`src/hdl/pointer_report_to_aim_stick_assert.svh`:
```
// assertion macros for the pointer report to aim stick block
// used by pointer_report_to_aim_stick.sv, expects clk_i and rst_ni in scope
`ifndef POINTER_REPORT_TO_AIM_STICK_ASSERT_SVH
`define POINTER_REPORT_TO_AIM_STICK_ASSERT_SVH
`ifndef NO_ASSERTIONS
// checked only out of reset
`define PRTA_ASSERT(label, prop, msg) \
  label: assert property (@(posedge clk_i) disable iff (!rst_ni) (prop)) else $error(msg);
// checked at every edge, reset included
`define PRTA_ASSERT_ALWAYS(label, prop, msg) \
  label: assert property (@(posedge clk_i) (prop)) else $error(msg);
`else
`define PRTA_ASSERT(label, prop, msg)
`define PRTA_ASSERT_ALWAYS(label, prop, msg)
`endif
`endif

```
`src/hdl/ptraim_pkg.sv`:
```
// shared types and constants for the pointer report to aim stick block
// no dependencies
package ptraim_pkg;

  localparam logic [7:0] ID_BUTTONS = 8'd1;
  localparam logic [7:0] ID_MOTION  = 8'd2;

  localparam logic [7:0] LEN_BUTTONS_MIN = 8'd2;
  localparam logic [7:0] LEN_WHEEL_MIN   = 8'd3;
  localparam logic [7:0] LEN_MOTION_MIN  = 8'd4;

  localparam logic [1:0] MODE_PASS  = 2'd0;
  localparam logic [1:0] MODE_RIGHT = 2'd1;
  localparam logic [1:0] MODE_LEFT  = 2'd2;

  localparam logic       REG_MODE      = 1'b0;
  localparam logic       REG_DEAD_ZONE = 1'b1;

  localparam logic [10:0] DEAD_ZONE_RESET = 11'd2;

  localparam logic signed [12:0] AIM_LIMIT = 13'sd127;
  localparam logic [7:0]         CENTRE    = 8'd128;

  typedef struct packed {
    logic        clear;
    logic [10:0] dead_zone;
  } axis_ctrl_t;

endpackage

```
`src/hdl/ptraim_axis.sv`:
```
// one aim axis: deadzone, halving toward zero and clamped accumulate, or zero while clear is set
// depends on ptraim_pkg
module ptraim_axis
  import ptraim_pkg::*;
(
  input  axis_ctrl_t        ctrl_i,
  input  logic signed [11:0] delta_i,
  input  logic signed [7:0]  aim_i,
  output logic signed [7:0]  aim_o
);

  logic signed [12:0] delta_wide;
  logic        [12:0] mag;
  logic signed [12:0] rounded;
  logic signed [12:0] half;
  logic signed [12:0] filtered;
  logic signed [12:0] sum;
  logic signed [12:0] clamped;

  always_comb begin
    delta_wide = 13'(delta_i);
    mag        = delta_i[11] ? 13'(-delta_wide) : 13'(delta_wide);
    // bias negatives by one so the shift truncates toward zero
    rounded    = delta_wide + 13'(delta_i[11]);
    half       = rounded >>> 1;
    filtered   = (mag < {2'b00, ctrl_i.dead_zone}) ? 13'sd0 : half;
    sum        = 13'(aim_i) + filtered;
    if (sum > AIM_LIMIT) begin
      clamped = AIM_LIMIT;
    end else if (sum < -AIM_LIMIT) begin
      clamped = -AIM_LIMIT;
    end else begin
      clamped = sum;
    end
    aim_o = ctrl_i.clear ? 8'sd0 : clamped[7:0];
  end

endmodule

```
`src/hdl/pointer_report_to_aim_stick.sv`:
```
// channel | dir | fields (lsb first)
// s_axis  | in  | tdata: hid_id 8, length 8, byte_one 8, byte_two 8, byte_three 8
// m_axis  | out | tdata: buttons 5, delta_x 12, delta_y 12, wheel 8, left_x 8,
//         |     |        left_y 8, right_x 8, right_y 8, 3 zero pad bits
// cfg     | in  | cfg_index 0 mode, 1 dead_zone; cfg_data 11 bits
//
// one report per cycle while the output is not stalled: input register, state update, output register
// m_axis valid rises when the accepted report moves from the input register into the output register
// the aim accumulate and clamp in ptraim_axis set the critical path
// async active-low reset: mode right stick, dead zone 2, sticks centred
// an output stall holds the input register; short or unknown reports drop silently
// depends on ptraim_pkg, ptraim_axis and pointer_report_to_aim_stick_assert.svh
`include "pointer_report_to_aim_stick_assert.svh"

module pointer_report_to_aim_stick
  import ptraim_pkg::*;
(
  input  logic        clk_i,
  input  logic        rst_ni,
  input  logic        s_axis_tvalid,
  output logic        s_axis_tready,
  input  logic [39:0] s_axis_tdata,  // hid_id, length, byte_one, byte_two, byte_three
  output logic        m_axis_tvalid,
  input  logic        m_axis_tready,
  output logic [71:0] m_axis_tdata,  // buttons, delta_x, delta_y, wheel, left_x, left_y,
                                     // right_x, right_y, zero pad
  input  logic        cfg_valid_i,
  output logic        cfg_ready_o,
  input  logic        cfg_index_i,
  input  logic [10:0] cfg_data_i
);

  // input register
  logic       in_valid_q;
  logic [7:0] id_q, len_q, b1_q, b2_q, b3_q;

  // block state
  logic [1:0]        mode_q;
  logic [10:0]       dead_zone_q;
  logic [7:0]        raw_q, raw_d;
  logic signed [7:0] aim_x_q, aim_x_d, aim_y_q, aim_y_d;
  logic [7:0]        lx_q, lx_d, ly_q, ly_d, rx_q, rx_d, ry_q, ry_d;

  // output register
  logic              out_valid_q;
  logic [4:0]        o_buttons_q, o_buttons_d;
  logic signed [11:0] o_dx_q, o_dx_d, o_dy_q, o_dy_d;
  logic signed [7:0] o_wheel_q, o_wheel_d;

  logic advance, process, has_result, cfg_fire;
  logic mode_write, state_en;
  logic is_buttons, is_motion, stick_mode;
  logic signed [11:0] dx, dy;
  logic signed [7:0]  acc_x, acc_y;
  axis_ctrl_t axis_ctrl;

  assign advance       = !out_valid_q || m_axis_tready;
  assign process       = in_valid_q && advance;
  assign s_axis_tready = !in_valid_q || advance;
  assign cfg_ready_o   = 1'b1;
  assign cfg_fire      = cfg_valid_i && cfg_ready_o;
  assign mode_write    = cfg_fire && (cfg_index_i == REG_MODE);
  assign state_en      = process || mode_write;

  assign is_buttons = (id_q == ID_BUTTONS) && (len_q >= LEN_BUTTONS_MIN);
  assign is_motion  = (id_q == ID_MOTION) && (len_q >= LEN_MOTION_MIN);
  assign has_result = is_buttons || is_motion;
  assign stick_mode = (mode_q != MODE_PASS);

  assign dx = {b2_q[3:0], b1_q};
  assign dy = {b3_q, b2_q[7:4]};

  assign axis_ctrl.clear     = raw_q[0];
  assign axis_ctrl.dead_zone = dead_zone_q;

  ptraim_axis u_axis_x (
    .ctrl_i  (axis_ctrl),
    .delta_i (dx),
    .aim_i   (aim_x_q),
    .aim_o   (acc_x)
  );

  ptraim_axis u_axis_y (
    .ctrl_i  (axis_ctrl),
    .delta_i (dy),
    .aim_i   (aim_y_q),
    .aim_o   (acc_y)
  );

  always_comb begin
    raw_d     = raw_q;
    aim_x_d   = aim_x_q;
    aim_y_d   = aim_y_q;
    lx_d      = lx_q;
    ly_d      = ly_q;
    rx_d      = rx_q;
    ry_d      = ry_q;
    o_dx_d    = 12'sd0;
    o_dy_d    = 12'sd0;
    o_wheel_d = 8'sd0;
    if (process && is_buttons) begin
      raw_d = b1_q;
      // rising left click recentres in a stick mode
      if (stick_mode && b1_q[0] && !raw_q[0]) begin
        aim_x_d = 8'sd0;
        aim_y_d = 8'sd0;
        lx_d    = CENTRE;
        ly_d    = CENTRE;
        rx_d    = CENTRE;
        ry_d    = CENTRE;
      end
      if (len_q >= LEN_WHEEL_MIN) begin
        o_wheel_d = b2_q;
      end
    end else if (process && is_motion) begin
      if (!stick_mode) begin
        o_dx_d = dx;
        o_dy_d = dy;
      end else begin
        aim_x_d = acc_x;
        aim_y_d = acc_y;
        if (mode_q == MODE_LEFT) begin
          lx_d = 8'(acc_x) + CENTRE;
          ly_d = 8'(acc_y) + CENTRE;
        end else begin
          rx_d = 8'(acc_x) + CENTRE;
          ry_d = 8'(acc_y) + CENTRE;
        end
      end
    end
    // a mode write recentres the aim and all sticks
    if (mode_write) begin
      aim_x_d = 8'sd0;
      aim_y_d = 8'sd0;
      lx_d    = CENTRE;
      ly_d    = CENTRE;
      rx_d    = CENTRE;
      ry_d    = CENTRE;
    end
    o_buttons_d = {raw_d[4:1], raw_d[0] && !stick_mode};
  end

  always_ff @(posedge clk_i or negedge rst_ni) begin
    if (!rst_ni) begin
      in_valid_q  <= 1'b0;
      out_valid_q <= 1'b0;
      mode_q      <= MODE_RIGHT;
      dead_zone_q <= DEAD_ZONE_RESET;
      raw_q       <= 8'd0;
      aim_x_q     <= 8'sd0;
      aim_y_q     <= 8'sd0;
      lx_q        <= CENTRE;
      ly_q        <= CENTRE;
      rx_q        <= CENTRE;
      ry_q        <= CENTRE;
    end else begin
      if (s_axis_tvalid && s_axis_tready) begin
        in_valid_q <= 1'b1;
      end else if (process) begin
        in_valid_q <= 1'b0;
      end
      if (process) begin
        out_valid_q <= has_result;
      end else if (m_axis_tready) begin
        out_valid_q <= 1'b0;
      end
      if (state_en) begin
        raw_q   <= raw_d;
        aim_x_q <= aim_x_d;
        aim_y_q <= aim_y_d;
        lx_q    <= lx_d;
        ly_q    <= ly_d;
        rx_q    <= rx_d;
        ry_q    <= ry_d;
      end
      if (cfg_fire) begin
        case (cfg_index_i)
          REG_MODE: begin
            mode_q <= cfg_data_i[1:0];
          end
          REG_DEAD_ZONE: begin
            dead_zone_q <= cfg_data_i;
          end
          default: begin
            dead_zone_q <= dead_zone_q;
          end
        endcase
      end
    end
  end

  // payload registers
  always_ff @(posedge clk_i) begin
    if (s_axis_tvalid && s_axis_tready) begin
      id_q  <= s_axis_tdata[7:0];
      len_q <= s_axis_tdata[15:8];
      b1_q  <= s_axis_tdata[23:16];
      b2_q  <= s_axis_tdata[31:24];
      b3_q  <= s_axis_tdata[39:32];
    end
    if (process) begin
      o_buttons_q <= o_buttons_d;
      o_dx_q      <= o_dx_d;
      o_dy_q      <= o_dy_d;
      o_wheel_q   <= o_wheel_d;
    end
  end

  assign m_axis_tvalid = out_valid_q;
  assign m_axis_tdata  = {3'b000, ry_q, rx_q, ly_q, lx_q, o_wheel_q, o_dy_q, o_dx_q,
                          o_buttons_q};

  // clamp never lets the aim reach the most negative code
  `PRTA_ASSERT(aim_x_range, aim_x_q != -8'sd128, "aim x outside clamp range")
  `PRTA_ASSERT(aim_y_range, aim_y_q != -8'sd128, "aim y outside clamp range")
  // passthrough leaves the aim at rest
  `PRTA_ASSERT(pass_aim_rest, (mode_q == MODE_PASS) |-> (aim_x_q == 8'sd0 && aim_y_q == 8'sd0),
               "aim moved in passthrough mode")
  // only the selected stick moves
  `PRTA_ASSERT(left_mode_right_centred,
               (mode_q == MODE_LEFT) |-> (rx_q == CENTRE && ry_q == CENTRE),
               "right stick moved in left stick mode")
  `PRTA_ASSERT(right_mode_left_centred,
               (mode_q != MODE_LEFT) |-> (lx_q == CENTRE && ly_q == CENTRE),
               "left stick moved outside left stick mode")

endmodule

```
`config.mk`:
```
export PLATFORM = sky130hd
export DESIGN_NAME = pointer_report_to_aim_stick
export DESIGN_NICKNAME = d
export VERILOG_FILES = /design/src/hdl/ptraim_pkg.sv /design/src/hdl/ptraim_axis.sv /design/src/hdl/pointer_report_to_aim_stick.sv
export VERILOG_INCLUDE_DIRS = /design/src /design/src/hdl
export SDC_FILE = /design/constraint.sdc
export NUM_CORES = 1
export LEC_CHECK = 0
export BUFFER_PORTS_ARGS = -buffer_cell sky130_fd_sc_hd__buf_2
export CORE_UTILIZATION = 35
export DETAILED_ROUTE_END_ITERATION = 7
export GPL_ROUTABILITY_DRIVEN = 0
export PLACE_DENSITY_LB_ADDON = 0.3
export SYNTH_ARGS = -nofsm -noshare
export SYNTH_HDL_FRONTEND = slang
export SYNTH_HIERARCHICAL = 1
export SYNTH_SLANG_ARGS = --single-unit
```
`constraint.sdc`:
```
create_clock -name clk_i -period 8.75 [get_ports clk_i]
set_input_delay 0.4375 -clock clk_i [delete_from_list [all_inputs] [get_ports clk_i]]
set_output_delay 0.4375 -clock clk_i [all_outputs]
set_load 0.03 [all_outputs]
```
==> flow_summary.toml <==
[global_route]
grt_pass1_vias = 6501
grt_pass1_wl_um = 34110
total_global_route_track_usage_pct = 17.10
grt_antenna_before_repair = 0
leftover_overflow_at_the_end_of_global_routing = 0
grt_max_degree = 69

[min_path]
whs_path_depth = 1
holdCritStartpoint = "s_axis_tdata[27]"
min_path_type = "in -> reg"
holdPathEnd = "b2_q[3]"

[layout]
antenna_cells = 0
syn_to_final_growth_pct = 16.33
num-fill-cells = 2366
nets = 1052
post_route_cells_drive_above_1_share_pct = 23.59
utilization_pct = 41.36

[die]
core-area_um2 = 24250
dieHeight_um = 158.9
core.rowCount = 57
die-area_um2 = 25260
io-pin-count = 132
initial_core_util_pct = 35.55
die_width_um = 158.9

[sta]
final.setup.worst_slack_ns = 2.817
drv_slew = 0
final.setup.tns_ns = 0
tightest_slew_ns = 0.9764
min_period_ns = 5.933
final_hold_viol_count = 0
timing.clock.skew_ns = 0.01249
fin_crit_sh_pct = 67.81
maxClockFrequency_ghz = 0.1685
timing.max_slew.rel_slack_pct = 34.90
rsz0062_at_grt = "false"
finalSetupViolCount = 0

[critical_path]
critical_path_arrival_ns = 6.26
reg2reg_setup_slack_ns = 2.82
cp_data_required_time_ns = 9.08
setup.worst_path.start_class = "flop"
reg2reg_to = "aim_x_q[6]"
worst_r2r_path_depth = 21
crit_type = "reg -> reg"
crit_path_end_kind = "flop"
worstReg2RegStart = "b1_q[2]"
critical_path.max_fanout = 11

[logic_synthesis]
yosys_register_bits = 145
synthDominantCellAreaShare_pct = 26.82
synth.yosys.warnings = 6
postSynth.asyncResetShare_pct = 46.90
synthMostInstantiatedCell = "sky130_fd_sc_hd__nand2_1"
sequential_to_total_area_share_from_yosys_stat_pct = 46.65
synth-edff-count = 77
yosys-top-cells-count = "118 x sky130_fd_sc_hd__nand2_1, 77 x sky130_fd_sc_hd__edfxtp_1, 62 x sky130_fd_sc_hd__dfrtp_1"
post_synth.cell_area_avg_um2 = 10.34
synthesis.area_um2 = 8621
syn-instance-count = 834
synth_area_leader_cell = "sky130_fd_sc_hd__edfxtp_1"
predominant_post_synthesis_flop_cell = "sky130_fd_sc_hd__edfxtp_1"
number_of_distinct_library_cell_variants_in_the_gate_level_netlist_after_synthesis = 91
post_synth_main_area_contributors = "sky130_fd_sc_hd__edfxtp_1 27%, sky130_fd_sc_hd__dfrtp_1 18%, sky130_fd_sc_hd__ha_1 7.0%"

[power]
power.share.switching_pct = 30.09
power_leakage_uw = 0.004436
comb_power_share_pct = 19.8
clockPowerShare_pct = 38.3
p_int_uw = 1300
power_density_nw_per_um2 = 185.4
ir_drop_uv = 116.1
p_switching_uw = 559.7
sequentialPowerShare_pct = 42.0

[detailed_routing]
routed_via_density = 5.115
firstDrtPassIters = 5
drcViolationCount = 0
drt_iter0_markers = 423
postRouteWirelength_um = 21050
postRouteAntennaNets = 0
per_cell_routed_wire_length_um = 16.42
detailroute.via_count = 6557

[clock_tree]
htree_num_levels = 4
ctsRootBufferMaster = "sky130_fd_sc_hd__clkbuf_16"
worst_setup_hold_path_clk_slew_ns = 0.07
number_of_buffers_between_clock_root_and_the_deepest_sink = 2
cts_tree = "yes"
cts_resized = 0
worst_skew_pair.late_latency_ns = 0.42
postCtsHoldBufs = 0
cts_sinks = 145
cts_made_buffers = 17
postCtsSetupRepairBufs = 0

[placed_design]
port_buffers = 127
place.detailed.hpwl_um = 15390
setup_ws_pre_cts_ns = 2.892

[run]
cap_violations = 0

[status]
status = "complete, no violations"
## routing by layer
metal	global-route usage, %	part of all wire, %	vias up	wire length [um]
li1	-	-	3237	-
met1	21.23	44	3128	9308
met2	29.09	50	159	10460
met3	3.386	3.7	33	771
met4	7.037	2.4	0	514
met5	0	0	-	0
## cell type report
class / count / area [um^2] / area share, %
sequential: 145 / 4021 / 40.10
tap: 324 / 405.4 / 4.042
clock buffer: 19 / 442.9 / 4.417
clock inverter: 13 / 127.6 / 1.273
multi-input combinational: 613 / 4223 / 42.11
inverter: 36 / 135.1 / 1.347
timing repair buffer: 132 / 673.1 / 6.712
## power by group through the flow
stage	Combinational (uW)	Sequential (uW)	Clock, uW
2_1_floorplan	279	795	0
3_3_place_gp	363	793	0
3_5_place_dp	365	794	0
4_1_cts	368	781	728
5_1_grt	411	785	756
6_report	368	780	712
## placed cells by master, fill, tap and decap left out, types with 13 or more instances in the layout
cell type | synthesis | routed
sky130_fd_sc_hd__a21o_1 | 17 | 17
sky130_fd_sc_hd__a21oi_1 | 33 | 33
sky130_fd_sc_hd__and2_1 | 39 | 37
sky130_fd_sc_hd__buf_2 | 5 | 127
sky130_fd_sc_hd__clkbuf_16 | 0 | 17
sky130_fd_sc_hd__dfrtp_1 | 62 | 62
sky130_fd_sc_hd__edfxtp_1 | 77 | 77
sky130_fd_sc_hd__ha_1 | 48 | 48
sky130_fd_sc_hd__inv_1 | 35 | 35
sky130_fd_sc_hd__mux2_2 | 18 | 18
sky130_fd_sc_hd__nand2_1 | 118 | 118
sky130_fd_sc_hd__nand2b_1 | 14 | 13
sky130_fd_sc_hd__nand3_1 | 22 | 22
sky130_fd_sc_hd__nor2_1 | 37 | 37
sky130_fd_sc_hd__o21ai_0 | 34 | 34
sky130_fd_sc_hd__o22ai_1 | 30 | 30
sky130_fd_sc_hd__xnor2_1 | 32 | 32
sky130_fd_sc_hd__xor2_1 | 13 | 13
## registers in the layout, summed over array words and instances, names as in the netlist, 2 cells and up
| register | count |
|---|---|
| ly_q | 8 |
| mode_q | 2 |
| b2_q | 8 |
| o_wheel_q | 8 |
| o_dy_q | 12 |
| len_q | 8 |
| raw_q | 5 |
| aim_x_q | 8 |
| dead_zone_q | 11 |
| o_buttons_q | 5 |
| lx_q | 8 |
| id_q | 8 |
| o_dx_q | 12 |
| rx_q | 8 |
| ry_q | 8 |
| b3_q | 8 |
| aim_y_q | 8 |
| b1_q | 8 |
## worst max-delay path by stage
stage	start	end	slack [ns]
floorplan	b1_q[2]	lx_q[1]	3.47
global placement	b1_q[2]	lx_q[1]	3.03
detailed placement	b1_q[2]	aim_x_q[3]	2.89
CTS	b1_q[2]	aim_x_q[6]	2.83
global route	b1_q[2]	aim_x_q[6]	2.17
finish	b1_q[2]	aim_x_q[6]	2.82
## per-stage QoR
stage               hold WS (ns)  instances  total power (uW)  cell area, um^2
detailed placement        0.4918       1250              1159             9458
global placement          0.4815       1250              1156             9458
CTS                       0.1650       1282              1876            10030
finish                    0.1870       1282              1860            10030
global route              0.1657       1282              1952            10030
floorplan                 0.1419        836              1074             8628
## kinds of logic (layout without fill, tap and decap cells)
kind of cell / after synthesis / in the layout / synth area share [%]
adder cells (fa/ha/maj): 50 / 50 / 7.431
multiplexers: 21 / 21 / 2.758
buffers and inverters: 78 / 200 / 4.514
flip-flops: 145 / 145 / 46.65
other: 2 / 4 / 0.08712
XOR/XNOR: 45 / 45 / 4.572
AO/OA/AOI/OAI: 190 / 190 / 15.62
AND/OR/NAND/NOR: 303 / 303 / 18.37
## worst max-delay path, cell delays in order, from the launching register on
cell                       delay (ns)
sky130_fd_sc_hd__edfxtp_1        0.55
sky130_fd_sc_hd__nor2_2          0.17
sky130_fd_sc_hd__nand4b_1        0.12
sky130_fd_sc_hd__or3_1           0.39
sky130_fd_sc_hd__o31ai_1         0.29
sky130_fd_sc_hd__xnor2_1         0.16
sky130_fd_sc_hd__ha_1            0.26
sky130_fd_sc_hd__a21o_1          0.18
sky130_fd_sc_hd__a21oi_1         0.24
sky130_fd_sc_hd__o41ai_4         0.15
sky130_fd_sc_hd__a211oi_2        0.51
sky130_fd_sc_hd__nor3_1          0.19
sky130_fd_sc_hd__ha_1            0.33
sky130_fd_sc_hd__a211oi_1        0.38
sky130_fd_sc_hd__o21ai_1         0.13
sky130_fd_sc_hd__a311oi_1        0.32
sky130_fd_sc_hd__xor2_1          0.13
sky130_fd_sc_hd__a311o_1         0.35
sky130_fd_sc_hd__o31a_1          0.33
sky130_fd_sc_hd__a211oi_1        0.33
sky130_fd_sc_hd__nand2_1         0.11
sky130_fd_sc_hd__o22ai_1         0.19
(Power assumes the default switching activity.)
